## src/rtl/gwk_pkg.sv

```systemverilog
// Shared types, constants and the sequencer microcode for the graph walker.
package gwk_pkg;

	// Vertex store geometry, fixed by the 3-bit vertex fields
	localparam int MaxVertices = 8;
	localparam int VIdxW       = $clog2(MaxVertices);
	localparam int LvlW        = $clog2(MaxVertices + 1);
	localparam int CntW        = 4;
	localparam int ValW        = 16;
	localparam int DefMaxEdges = 32;

	// Sequencer step counter
	localparam int StepW = 4;

	// Command codes
	typedef enum logic [2:0] {
		CMD_SET   = 3'd0,
		CMD_ADD   = 3'd1,
		CMD_CLEAR = 3'd2,
		CMD_DFS   = 3'd3,
		CMD_BFS   = 3'd4
	} cmd_code_t;

	// Input transaction
	typedef struct packed {
		logic [2:0]             command;
		logic [VIdxW-1:0]       vertex_index;
		logic signed [ValW-1:0] vertex_value;
		logic [VIdxW-1:0]       arc_target;
	} walk_cmd_t;

	// Output transaction
	typedef struct packed {
		logic [VIdxW-1:0]       visit_index;
		logic signed [ValW-1:0] visit_value;
		logic                   last_visit;
		logic                   error;
	} visit_t;

	// Datapath micro-operations
	typedef enum logic [3:0] {
		UOP_NOP,
		UOP_ACCEPT,
		UOP_EXEC,
		UOP_INIT,
		UOP_LOAD_TOP,
		UOP_ARC_LOAD,
		UOP_VISIT,
		UOP_POP,
		UOP_DEQUEUE,
		UOP_FLUSH,
		UOP_ERROR
	} uop_t;

	// Jump conditions
	typedef enum logic [3:0] {
		COND_ALWAYS,
		COND_NO_INPUT,
		COND_BAD_ITEM,
		COND_NOT_WALK,
		COND_IS_BFS,
		COND_LVL_ZERO,
		COND_ARC_NULL,
		COND_STALE,
		COND_QUEUE_EMPTY
	} cond_t;

	// Status flags from the datapath to the sequencer
	typedef struct packed {
		logic no_input;
		logic bad_item;
		logic not_walk;
		logic is_bfs;
		logic lvl_zero;
		logic arc_null;
		logic stale;
		logic queue_empty;
	} cond_flags_t;

	// One control word: operation, jump condition, jump target
	typedef struct packed {
		uop_t             op;
		cond_t            cond;
		logic [StepW-1:0] target;
	} ctrl_word_t;

	// Step labels
	localparam logic [StepW-1:0] StIdle     = 4'd0;
	localparam logic [StepW-1:0] StCheck    = 4'd1;
	localparam logic [StepW-1:0] StExec     = 4'd2;
	localparam logic [StepW-1:0] StInit     = 4'd3;
	localparam logic [StepW-1:0] StDfsTop   = 4'd4;
	localparam logic [StepW-1:0] StDfsArc   = 4'd5;
	localparam logic [StepW-1:0] StDfsLoad  = 4'd6;
	localparam logic [StepW-1:0] StDfsVisit = 4'd7;
	localparam logic [StepW-1:0] StDfsPop   = 4'd8;
	localparam logic [StepW-1:0] StBfsDeq   = 4'd9;
	localparam logic [StepW-1:0] StBfsArc   = 4'd10;
	localparam logic [StepW-1:0] StBfsLoad  = 4'd11;
	localparam logic [StepW-1:0] StBfsVisit = 4'd12;
	localparam logic [StepW-1:0] StFinish   = 4'd13;
	localparam logic [StepW-1:0] StError    = 4'd14;

	// Microcode program
	function automatic ctrl_word_t ucode_rom(input logic [StepW-1:0] s);
		ctrl_word_t w;
		unique case (s)
			StIdle:     w = '{op: UOP_ACCEPT,   cond: COND_NO_INPUT,    target: StIdle};
			StCheck:    w = '{op: UOP_NOP,      cond: COND_BAD_ITEM,    target: StError};
			StExec:     w = '{op: UOP_EXEC,     cond: COND_NOT_WALK,    target: StIdle};
			StInit:     w = '{op: UOP_INIT,     cond: COND_IS_BFS,      target: StBfsDeq};
			StDfsTop:   w = '{op: UOP_LOAD_TOP, cond: COND_LVL_ZERO,    target: StFinish};
			StDfsArc:   w = '{op: UOP_NOP,      cond: COND_ARC_NULL,    target: StDfsPop};
			StDfsLoad:  w = '{op: UOP_ARC_LOAD, cond: COND_STALE,       target: StDfsTop};
			StDfsVisit: w = '{op: UOP_VISIT,    cond: COND_ALWAYS,      target: StDfsTop};
			StDfsPop:   w = '{op: UOP_POP,      cond: COND_ALWAYS,      target: StDfsTop};
			StBfsDeq:   w = '{op: UOP_DEQUEUE,  cond: COND_QUEUE_EMPTY, target: StFinish};
			StBfsArc:   w = '{op: UOP_NOP,      cond: COND_ARC_NULL,    target: StBfsDeq};
			StBfsLoad:  w = '{op: UOP_ARC_LOAD, cond: COND_STALE,       target: StBfsArc};
			StBfsVisit: w = '{op: UOP_VISIT,    cond: COND_ALWAYS,      target: StBfsArc};
			StFinish:   w = '{op: UOP_FLUSH,    cond: COND_ALWAYS,      target: StIdle};
			StError:    w = '{op: UOP_ERROR,    cond: COND_ALWAYS,      target: StIdle};
			default:    w = '{op: UOP_NOP,      cond: COND_ALWAYS,      target: StIdle};
		endcase
		return w;
	endfunction

endpackage

```

## src/rtl/graph_dfs_bfs_walker.sv

```systemverilog
// Top level of the directed graph walker: stores, datapath and configuration port.
//
// Directed graph walker for up to 8 vertices and MAX_EDGES arcs, run by a small
// microcoded sequencer that takes one step per clock unless a stalled result
// holds it. Set value, add arc, clear arcs and unused codes pass through the
// accept, check and execute steps; a rejected command goes from the check step
// to the error step. A depth-first arc costs a stack-top load, a null test and
// a registered read of the arc RAM with its test; a breadth-first arc costs only
// the last two. Each visit after the start vertex adds a visit step. Each vertex
// is also popped off the stack by a stack-top load, a null test and a pop step
// (depth-first), or dequeued and its list ended by a dequeue and a null test
// (breadth-first). A step that produces a result waits while the result
// register is stalled.
// Results of a walk come out one per visit, the last one flagged; a bad index or
// a full arc store gives a single result flagged as error and last. The block
// takes no new command until the previous one has finished. vertex_count is at
// byte address 0 of the register port and resets to 8.
module graph_dfs_bfs_walker import gwk_pkg::*; #(
	parameter int MAX_EDGES = DefMaxEdges
) (
	input  logic        clk,
	input  logic        arst_n,
	input  logic        cmd_valid,
	output logic        cmd_stall,
	input  walk_cmd_t   cmd,
	output logic        visit_valid,
	input  logic        visit_stall,
	output visit_t      visit,
	input  logic        psel,
	input  logic        penable,
	input  logic        pwrite,
	input  logic [2:0]  paddr,
	input  logic [31:0] pwdata,
	output logic [31:0] prdata,
	output logic        pready
);

	localparam int EW = $clog2(MAX_EDGES + 1);
	localparam int AW = (MAX_EDGES > 1) ? $clog2(MAX_EDGES) : 1;
	localparam int RW = VIdxW + EW;
	localparam logic [EW-1:0] NullArc = EW'(MAX_EDGES);

	// Control state
	logic [CntW-1:0]        vcount_q;
	logic signed [ValW-1:0] values_q [MaxVertices];
	logic [EW-1:0]          heads_q [MaxVertices];
	logic [EW-1:0]          used_q;
	logic [MaxVertices-1:0] visited_q;
	logic [LvlW-1:0]        lvl_q;
	logic [LvlW-1:0]        head_q;
	logic                   visit_valid_q;

	// Payload state
	walk_cmd_t              cmd_q;
	logic [EW-1:0]          cur_arc_q;
	logic [VIdxW-1:0]       nxt_v_q;
	logic [EW-1:0]          stack_q [MaxVertices];
	logic [VIdxW-1:0]       queue_q [MaxVertices];
	logic [VIdxW-1:0]       hold_idx_q;
	logic signed [ValW-1:0] hold_val_q;
	visit_t                 visit_q;

	// Sequencer interface
	ctrl_word_t       word;
	logic [StepW-1:0] step;
	cond_flags_t      flags;
	logic             hold;
	logic             emits;
	logic             out_free;
	logic             accept;
	logic             cfg_wr;

	// Datapath signals
	logic [CntW-1:0]        live_cnt;
	logic                   vi_bad;
	logic                   tgt_bad;
	logic                   bad_item;
	logic [VIdxW-1:0]       vaddr;
	logic signed [ValW-1:0] vread;
	logic [VIdxW-1:0]       haddr;
	logic [EW-1:0]          heads_rd;
	logic [LvlW-1:0]        lvl_dec;
	logic                   ram_we;
	logic [RW-1:0]          ram_wdata;
	logic [RW-1:0]          ram_rdata;
	logic [VIdxW-1:0]       rd_tgt;
	logic [EW-1:0]          rd_link;
	logic                   fresh;

	gwk_seq u_seq (
		.clk    (clk),
		.arst_n (arst_n),
		.flags  (flags),
		.hold   (hold),
		.word   (word),
		.step   (step)
	);

	gwk_ram #(
		.WIDTH (RW),
		.DEPTH (MAX_EDGES)
	) u_arc_ram (
		.clk   (clk),
		.we    (ram_we),
		.waddr (used_q[AW-1:0]),
		.wdata (ram_wdata),
		.raddr (cur_arc_q[AW-1:0]),
		.rdata (ram_rdata)
	);

	// Handshakes
	assign cmd_stall   = (step != StIdle);
	assign accept      = cmd_valid && !cmd_stall;
	assign visit_valid = visit_valid_q;
	assign visit       = visit_q;
	assign out_free    = !visit_valid_q || !visit_stall;
	assign emits       = (word.op == UOP_VISIT) || (word.op == UOP_FLUSH) ||
	                     (word.op == UOP_ERROR);
	assign hold        = emits && !out_free;

	// Register port
	assign pready = 1'b1;
	assign cfg_wr = psel && penable && pwrite && pready;
	assign prdata = paddr[2] ? 32'd0 : 32'(vcount_q);

	// Clamp the vertex count and check the command
	assign live_cnt = (vcount_q > CntW'(MaxVertices)) ? CntW'(MaxVertices) : vcount_q;
	assign vi_bad   = {1'b0, cmd_q.vertex_index} >= live_cnt;
	assign tgt_bad  = {1'b0, cmd_q.arc_target} >= live_cnt;

	always_comb begin
		unique case (cmd_q.command)
			CMD_SET, CMD_DFS, CMD_BFS: bad_item = vi_bad;
			CMD_ADD:                   bad_item = vi_bad || tgt_bad || (used_q == NullArc);
			default:                   bad_item = 1'b0;
		endcase
	end

	// One read port each on the vertex values and the list heads
	assign vaddr = (word.op == UOP_INIT) ? cmd_q.vertex_index : nxt_v_q;
	assign vread = values_q[vaddr];

	always_comb begin
		unique case (word.op)
			UOP_VISIT:   haddr = nxt_v_q;
			UOP_DEQUEUE: haddr = queue_q[head_q[VIdxW-1:0]];
			default:     haddr = cmd_q.vertex_index;
		endcase
	end
	assign heads_rd = heads_q[haddr];

	// Arc RAM fields and the usable-neighbor test
	assign ram_we    = !hold && (word.op == UOP_EXEC) && (cmd_q.command == CMD_ADD);
	assign ram_wdata = {cmd_q.arc_target, heads_rd};
	assign rd_tgt    = ram_rdata[RW-1:EW];
	assign rd_link   = ram_rdata[EW-1:0];
	assign fresh     = ({1'b0, rd_tgt} < live_cnt) && !visited_q[rd_tgt] &&
	                   (lvl_q < LvlW'(MaxVertices));
	assign lvl_dec   = lvl_q - 1'b1;

	// Flags for the sequencer
	always_comb begin
		flags.no_input    = !cmd_valid;
		flags.bad_item    = bad_item;
		flags.not_walk    = (cmd_q.command != CMD_DFS) && (cmd_q.command != CMD_BFS);
		flags.is_bfs      = (cmd_q.command == CMD_BFS);
		flags.lvl_zero    = (lvl_q == '0);
		flags.arc_null    = (cur_arc_q == NullArc);
		flags.stale       = !fresh;
		flags.queue_empty = (head_q == lvl_q);
	end

	// Update control state
	always_ff @(posedge clk or negedge arst_n) begin
		if (!arst_n) begin
			vcount_q      <= CntW'(MaxVertices);
			used_q        <= '0;
			visited_q     <= '0;
			lvl_q         <= '0;
			head_q        <= '0;
			visit_valid_q <= 1'b0;
			for (int i = 0; i < MaxVertices; i++) begin
				values_q[i] <= '0;
				heads_q[i]  <= NullArc;
			end
		end else begin
			if (cfg_wr && !paddr[2]) begin
				vcount_q <= pwdata[CntW-1:0];
			end
			if (emits && !hold) begin
				visit_valid_q <= 1'b1;
			end else if (!visit_stall) begin
				visit_valid_q <= 1'b0;
			end
			if (!hold) begin
				unique case (word.op)
					UOP_EXEC: begin
						unique case (cmd_q.command)
							CMD_SET: values_q[cmd_q.vertex_index] <= cmd_q.vertex_value;
							CMD_ADD: begin
								heads_q[cmd_q.vertex_index] <= used_q;
								used_q                      <= used_q + 1'b1;
							end
							CMD_CLEAR: begin
								used_q <= '0;
								for (int i = 0; i < MaxVertices; i++) begin
									heads_q[i] <= NullArc;
								end
							end
							default: ;
						endcase
					end
					UOP_INIT: begin
						visited_q <= MaxVertices'(1) << cmd_q.vertex_index;
						lvl_q     <= LvlW'(1);
						head_q    <= '0;
					end
					UOP_VISIT: begin
						visited_q[nxt_v_q] <= 1'b1;
						lvl_q              <= lvl_q + 1'b1;
					end
					UOP_POP: lvl_q <= lvl_dec;
					UOP_DEQUEUE: begin
						if (head_q != lvl_q) begin
							head_q <= head_q + 1'b1;
						end
					end
					default: ;
				endcase
			end
		end
	end

	// Update payload registers
	always_ff @(posedge clk) begin
		if (accept) begin
			cmd_q <= cmd;
		end
		if (!hold) begin
			unique case (word.op)
				UOP_INIT: begin
					stack_q[0] <= heads_rd;
					queue_q[0] <= cmd_q.vertex_index;
					hold_idx_q <= cmd_q.vertex_index;
					hold_val_q <= vread;
				end
				UOP_LOAD_TOP: cur_arc_q <= stack_q[lvl_dec[VIdxW-1:0]];
				UOP_ARC_LOAD: begin
					cur_arc_q                     <= rd_link;
					nxt_v_q                       <= rd_tgt;
					stack_q[lvl_dec[VIdxW-1:0]]   <= rd_link;
				end
				UOP_VISIT: begin
					visit_q                     <= '{hold_idx_q, hold_val_q, 1'b0, 1'b0};
					hold_idx_q                  <= nxt_v_q;
					hold_val_q                  <= vread;
					stack_q[lvl_q[VIdxW-1:0]]   <= heads_rd;
					queue_q[lvl_q[VIdxW-1:0]]   <= nxt_v_q;
				end
				UOP_DEQUEUE: cur_arc_q <= heads_rd;
				UOP_FLUSH:   visit_q   <= '{hold_idx_q, hold_val_q, 1'b1, 1'b0};
				UOP_ERROR:   visit_q   <= '{'0, '0, 1'b1, 1'b1};
				default: ;
			endcase
		end
	end

`ifndef SYNTHESIS
	a_err_is_last: assert property (@(posedge clk) disable iff (!arst_n)
		visit_valid && visit.error |-> visit.last_visit)
		else $error("error result without last flag");

	a_accept_to_check: assert property (@(posedge clk) disable iff (!arst_n)
		accept |=> (step == StCheck))
		else $error("accepted command did not enter the check step");

	a_walk_bounds: assert property (@(posedge clk) disable iff (!arst_n)
		(head_q <= lvl_q) && (lvl_q <= LvlW'(MaxVertices)))
		else $error("walk stack or queue pointer out of bounds");

	a_arcs_bound: assert property (@(posedge clk) disable iff (!arst_n)
		used_q <= NullArc)
		else $error("arc fill count beyond the arc store");
`endif

endmodule

```

## src/rtl/gwk_ram.sv

```systemverilog
// Generic single-write, single-read RAM with registered read data.
module gwk_ram #(
	parameter int WIDTH = 8,
	parameter int DEPTH = 32,
	localparam int AW = (DEPTH > 1) ? $clog2(DEPTH) : 1
) (
	input  logic             clk,
	input  logic             we,
	input  logic [AW-1:0]    waddr,
	input  logic [WIDTH-1:0] wdata,
	input  logic [AW-1:0]    raddr,
	output logic [WIDTH-1:0] rdata
);

	logic [WIDTH-1:0] mem_q [DEPTH];

	// Write port and registered read port
	always_ff @(posedge clk) begin
		if (we) begin
			mem_q[waddr] <= wdata;
		end
		rdata <= mem_q[raddr];
	end

endmodule

```

## src/rtl/gwk_seq.sv

```systemverilog
// Microcode sequencer: step counter, control ROM and conditional jumps.
module gwk_seq import gwk_pkg::*; (
	input  logic             clk,
	input  logic             arst_n,
	input  cond_flags_t      flags,
	input  logic             hold,
	output ctrl_word_t       word,
	output logic [StepW-1:0] step
);

	logic [StepW-1:0] step_q;
	logic             taken;

	// Fetch the control word of the current step
	assign word = ucode_rom(step_q);
	assign step = step_q;

	// Evaluate the jump condition
	always_comb begin
		unique case (word.cond)
			COND_ALWAYS:      taken = 1'b1;
			COND_NO_INPUT:    taken = flags.no_input;
			COND_BAD_ITEM:    taken = flags.bad_item;
			COND_NOT_WALK:    taken = flags.not_walk;
			COND_IS_BFS:      taken = flags.is_bfs;
			COND_LVL_ZERO:    taken = flags.lvl_zero;
			COND_ARC_NULL:    taken = flags.arc_null;
			COND_STALE:       taken = flags.stale;
			COND_QUEUE_EMPTY: taken = flags.queue_empty;
			default:          taken = 1'b1;
		endcase
	end

	// Hold, jump or advance
	always_ff @(posedge clk or negedge arst_n) begin
		if (!arst_n) begin
			step_q <= StIdle;
		end else if (!hold) begin
			step_q <= taken ? word.target : step_q + 1'b1;
		end
	end

endmodule

```

## config.mk

```make
export PLATFORM = sky130hd
export DESIGN_NAME = graph_dfs_bfs_walker
export DESIGN_NICKNAME = d
export VERILOG_FILES = /design/src/rtl/gwk_pkg.sv /design/src/rtl/graph_dfs_bfs_walker.sv /design/src/rtl/gwk_ram.sv /design/src/rtl/gwk_seq.sv
export SDC_FILE = /design/constraint.sdc
export NUM_CORES = 1
export LEC_CHECK = 0
export BUFFER_PORTS_ARGS = -buffer_cell sky130_fd_sc_hd__buf_2
export CAP_MARGIN = 10
export CORE_AREA = 2 2 218 220
export CTS_BUF_LIST = sky130_fd_sc_hd__clkbuf_2
export DETAILED_ROUTE_END_ITERATION = 10
export DIE_AREA = 0 0 220 222
export GPL_ROUTABILITY_DRIVEN = 0
export HOLD_SLACK_MARGIN = 0.08
export PLACE_DENSITY = 0.78
export SETUP_SLACK_MARGIN = 0.15
export SYNTH_ARGS = -nofsm -noshare
export SYNTH_HDL_FRONTEND = slang
export SYNTH_SLANG_ARGS = --single-unit
```

## constraint.sdc

```tcl
create_clock -name clk -period 11.59 [get_ports clk]
set_input_delay 0.5795 -clock clk [delete_from_list [all_inputs] [get_ports clk]]
set_output_delay 0.5795 -clock clk [all_outputs]
set_load 0.03 [all_outputs]
```

==> flow_summary_export.csv <==
group,metric,value,unit
setup_path,cpPeakStageDelay,0.95,ns
logic_synthesis,synth_top_area_frac,0.4705,
timing,setup_viol,0,
global_routing,antenna_found_initial,2,
timing,slew_headroom,0.1315,
global_routing,grt_max_degree,74,
place,port_buffers,63,
routing,ant_nets,0,
timing,fin_crit_sh,0.4182,
logic_synthesis,synth_ff_type,"edfxtp_1",
clock_network,cts_setup_buffers,0,
timing,setup_tns,0,ns
power_and_ir_drop,peakVddDrop,0.1336,mV
timing,tightest_slew,1.303,ns
routing,via_per_inst,6.034,
routing,initialDrtViolationCount,1746,
setup_path,crit_buf_inv,2,
logic_synthesis,yosys.cell_count.top_type,"edfxtp_1",
die,die_y,222,um
clock_network,clock-sinks,650,
routing,totalWireLength,59460,um
setup_path,r2r_slack,6.74,ns
cells_and_area,n_fill_cell,3169,
cells_and_area,nNetsFinal,2017,
routing,drc,0,
logic_synthesis,synth-edff-count,434,
setup_path,regToRegStartpoint,"u_seq.step[0]",
logic_synthesis,synthTopCellsByCount,"434 x edfxtp_1, 198 x dfrtp_1, 167 x mux2_2",
cells_and_area,fin_util,0.6646,
clock_network,cts_resized,0,
cells_and_area,syn_to_final_growth,10.99,%
logic_synthesis,syn_inst,1701,
clock_network,clkTransAtPathRegs,0.12,ns
timing,period_needed,4.847,ns
setup_path,crit_slowest_cell,"o311ai_4",
setup_path,cp_top_family,"compound AO/OA/AOI/OAI gates",
min_path,holdPathStages,4,
clock_network,cts_hold_buf,68,
setup_path,cpMostUsedCell,"nor2b_1",
global_routing,grt_pass1_vias,16640,
global_routing,globalRouteTotalUtil,0.2551,
timing,fmax,0.2063,GHz
global_routing,grt_overflow,0,
min_path,holdCritStartpoint,"visit_stall",
logic_synthesis,yosys_warnings,0,
routing,wire_per_inst,22.33,um
cells_and_area,design_area,30740,um^2
clock_network,ctsLongestPathBuffers,3,
setup_path,crit_start,"u_seq.step[0]",
logic_synthesis,ys_types,72,
setup_path,worstSetupPathDepth,10,
setup_path,reg2reg_to,"cur_arc_q[5]",
die,initial_core_util,0.5988,
global_routing,grt_pass1_wl,93470,um
die,die_area,48840,um^2
clock_network,htreeDepth,4,
clock_network,root_buffer,"clkbuf_2",
logic_synthesis,synth_seq_area_share,0.6644,
timing,rsz0062_at_grt,"no",
logic_synthesis,synth-async-reset-ratio,0.3185,
clock_network,tritoncts,"built",
logic_synthesis,syn_area,27700,um^2
setup_path,worstPathCellList,"inv_2 > ha_1 > nor2b_1 > a21oi_1 > nor2_2 > o311ai_4 > nor2b_1 > a222oi_1 > buf_4 > a221o_1",
clock_network,cts_buffers,157,
power_and_ir_drop,cellPowerDensity,247.3,nW/um^2
clock_network,clkLatencyLatePin,1.27,ns
setup_path,reg2reg_depth,10,
logic_synthesis,ys_seq_elements,650,
setup_path,crit_required,12.61,ns
power_and_ir_drop,leakage,11.79,nW
cells_and_area,drive_above_1_share,0.3312,
timing,hold_viol,0,
min_path,hp-class,"primary input to flip-flop",
setup_path,endpoint_kind,"flip-flop",
logic_synthesis,synth_area_leaders,"edfxtp_1 47%, dfrtp_1 18%, mux4_2 12%, mux2_2 6.8%, nand2_1 1.9%",
setup_path,start_kind,"flip-flop",
setup_path,worstPathMaxFanout,33,
min_path,holdPathEnd,"visit[2]",
job,drv_cap,0,
die,core,46260,um^2
logic_synthesis,syn-mean-instance-area,16.28,um^2
timing,drv_slew,0,
die,die_w,220,um
status,status,"finished clean",
place,placed_area,28560,um^2
timing,fin_skew,0.07593,ns
logic_synthesis,synth_top_cell_by_area,"edfxtp_1",
die,rows,79,
die,ios,123,
place,dp_hpwl,35990,um
setup_path,critical_path_class,"flip-flop to flip-flop",
routing,via_count,16070,
routing,first_pass_iters,6,
setup_path,cp.arrival,5.86,ns
area by class of cell:
cell class	instances	area (um^2)	area share
timing repair buffer	162	1255	0.04082
sequential	650	18400	0.5986
tap	607	759.5	0.02470
antenna	3	7.507	0.0002442
clock buffer	231	1156	0.03760
inverter	19	71.32	0.002320
multi-input combinational	936	8765	0.2851
clock inverter	55	326.6	0.01062
where the power goes:
group / total (mW) / leakage, nW / internal, mW / switching (mW)
Clock: 1.52 / 1.13 / 0.626 / 0.890
Combinational: 2.69 / 3.84 / 1.14 / 1.55
Sequential: 3.40 / 6.83 / 3.14 / 0.258
Total: 7.60 / 11.8 / 4.91 / 2.70
through the flow:
step | hold WS, ns | setup WS (ns) | total power [mW] | instances
after floorplan | 0.2839 | 6.870 | 5.303 | 1728
after global placement | 0.4842 | 6.946 | 5.991 | 2306
after detailed placement | 0.4914 | 6.873 | 6.089 | 2306
after CTS | 0.3205 | 6.849 | 7.622 | 2660
after global routing | 0.3619 | 6.517 | 7.998 | 2663
final | 0.4639 | 6.743 | 7.604 | 2663
how the worst max path moves through the flow:
stage,endpoint,slack [ns]
3_5_place_dp,hold_val_q[3],6.87
3_3_place_gp,hold_val_q[4],6.95
2_1_floorplan,u_arc_ram.mem_q[0][2],6.87
6_report,cur_arc_q[5],6.74
5_1_grt,cur_arc_q[5],6.52
4_1_cts,hold_val_q[3],6.85
routing by layer:
layer,GRT usage,share of wire,vias up
met5,0,0,-
met4,0.08941,0.022,0
met3,0.06379,0.085,106
met2,0.3936,0.49,760
met1,0.3580,0.41,8138
li1,-,-,7064
placed cells by master (no fill, tap or decap), drive strengths merged, types with 4 or more instances in the layout:
cell type    Yosys  layout
conb             2      29
a31oi            4       4
nor2b            9       9
dfrtp          198     198
mux4           144     144
or3b             4       4
and2            21      21
or3              8       8
bufinv           0       4
buf             52      94
a21oi           41      41
edfxtp         434     434
and3             5       5
nand4            6       6
xnor2            8       8
nand2          142     142
a211oi           4       4
dlygate4sd3      0      67
a221o           12      12
inv             19      26
mux2i           33      33
nand2b          10      10
o21ai           71      71
nand3           14      14
dfxtp            9       9
a222oi           6       6
ha              24      24
dfstp            9       9
mux2           167     167
nand3b           4       4
clkinv           0      44
nor3            12      12
clkbuf          71     232
a22oi            9       9
nor2           100     100
xor2             4       4
a21o             6       6
state kept, by name, indices dropped and copies added, names as in the netlist, 16 cells and up:
| signal | flops |
|---|---|
| cmd_q | 25 |
| stack_q | 48 |
| hold_val_q | 16 |
| queue_q | 24 |
| values_q | 128 |
| visit | 21 |
| heads_q | 48 |
| u_arc_ram.mem_q | 288 |
logic make-up (layout without fill, tap and decap cells):
group / count (synthesis) / after routing / synth area share
compound gates: 184 / 184 / 0.04382
mux: 344 / 344 / 0.1970
flops: 650 / 650 / 0.6644
buf+inv: 142 / 467 / 0.02421
other cells: 2 / 32 / 0.0002711
xor+xnor: 12 / 12 / 0.003794
simple gates: 343 / 343 / 0.05565
fa+ha+maj: 24 / 24 / 0.01084
worst reg2reg max path, cell delays in order, from the launching register on:
cell	delay, ns
dfrtp_1	0.57
inv_2	0.10
ha_1	0.38
nor2b_1	0.20
a21oi_1	0.50
nor2_2	0.29
o311ai_4	0.95
nor2b_1	0.74
a222oi_1	0.21
buf_4	0.30
a221o_1	0.38
Power figures use the tool's default switching activity.
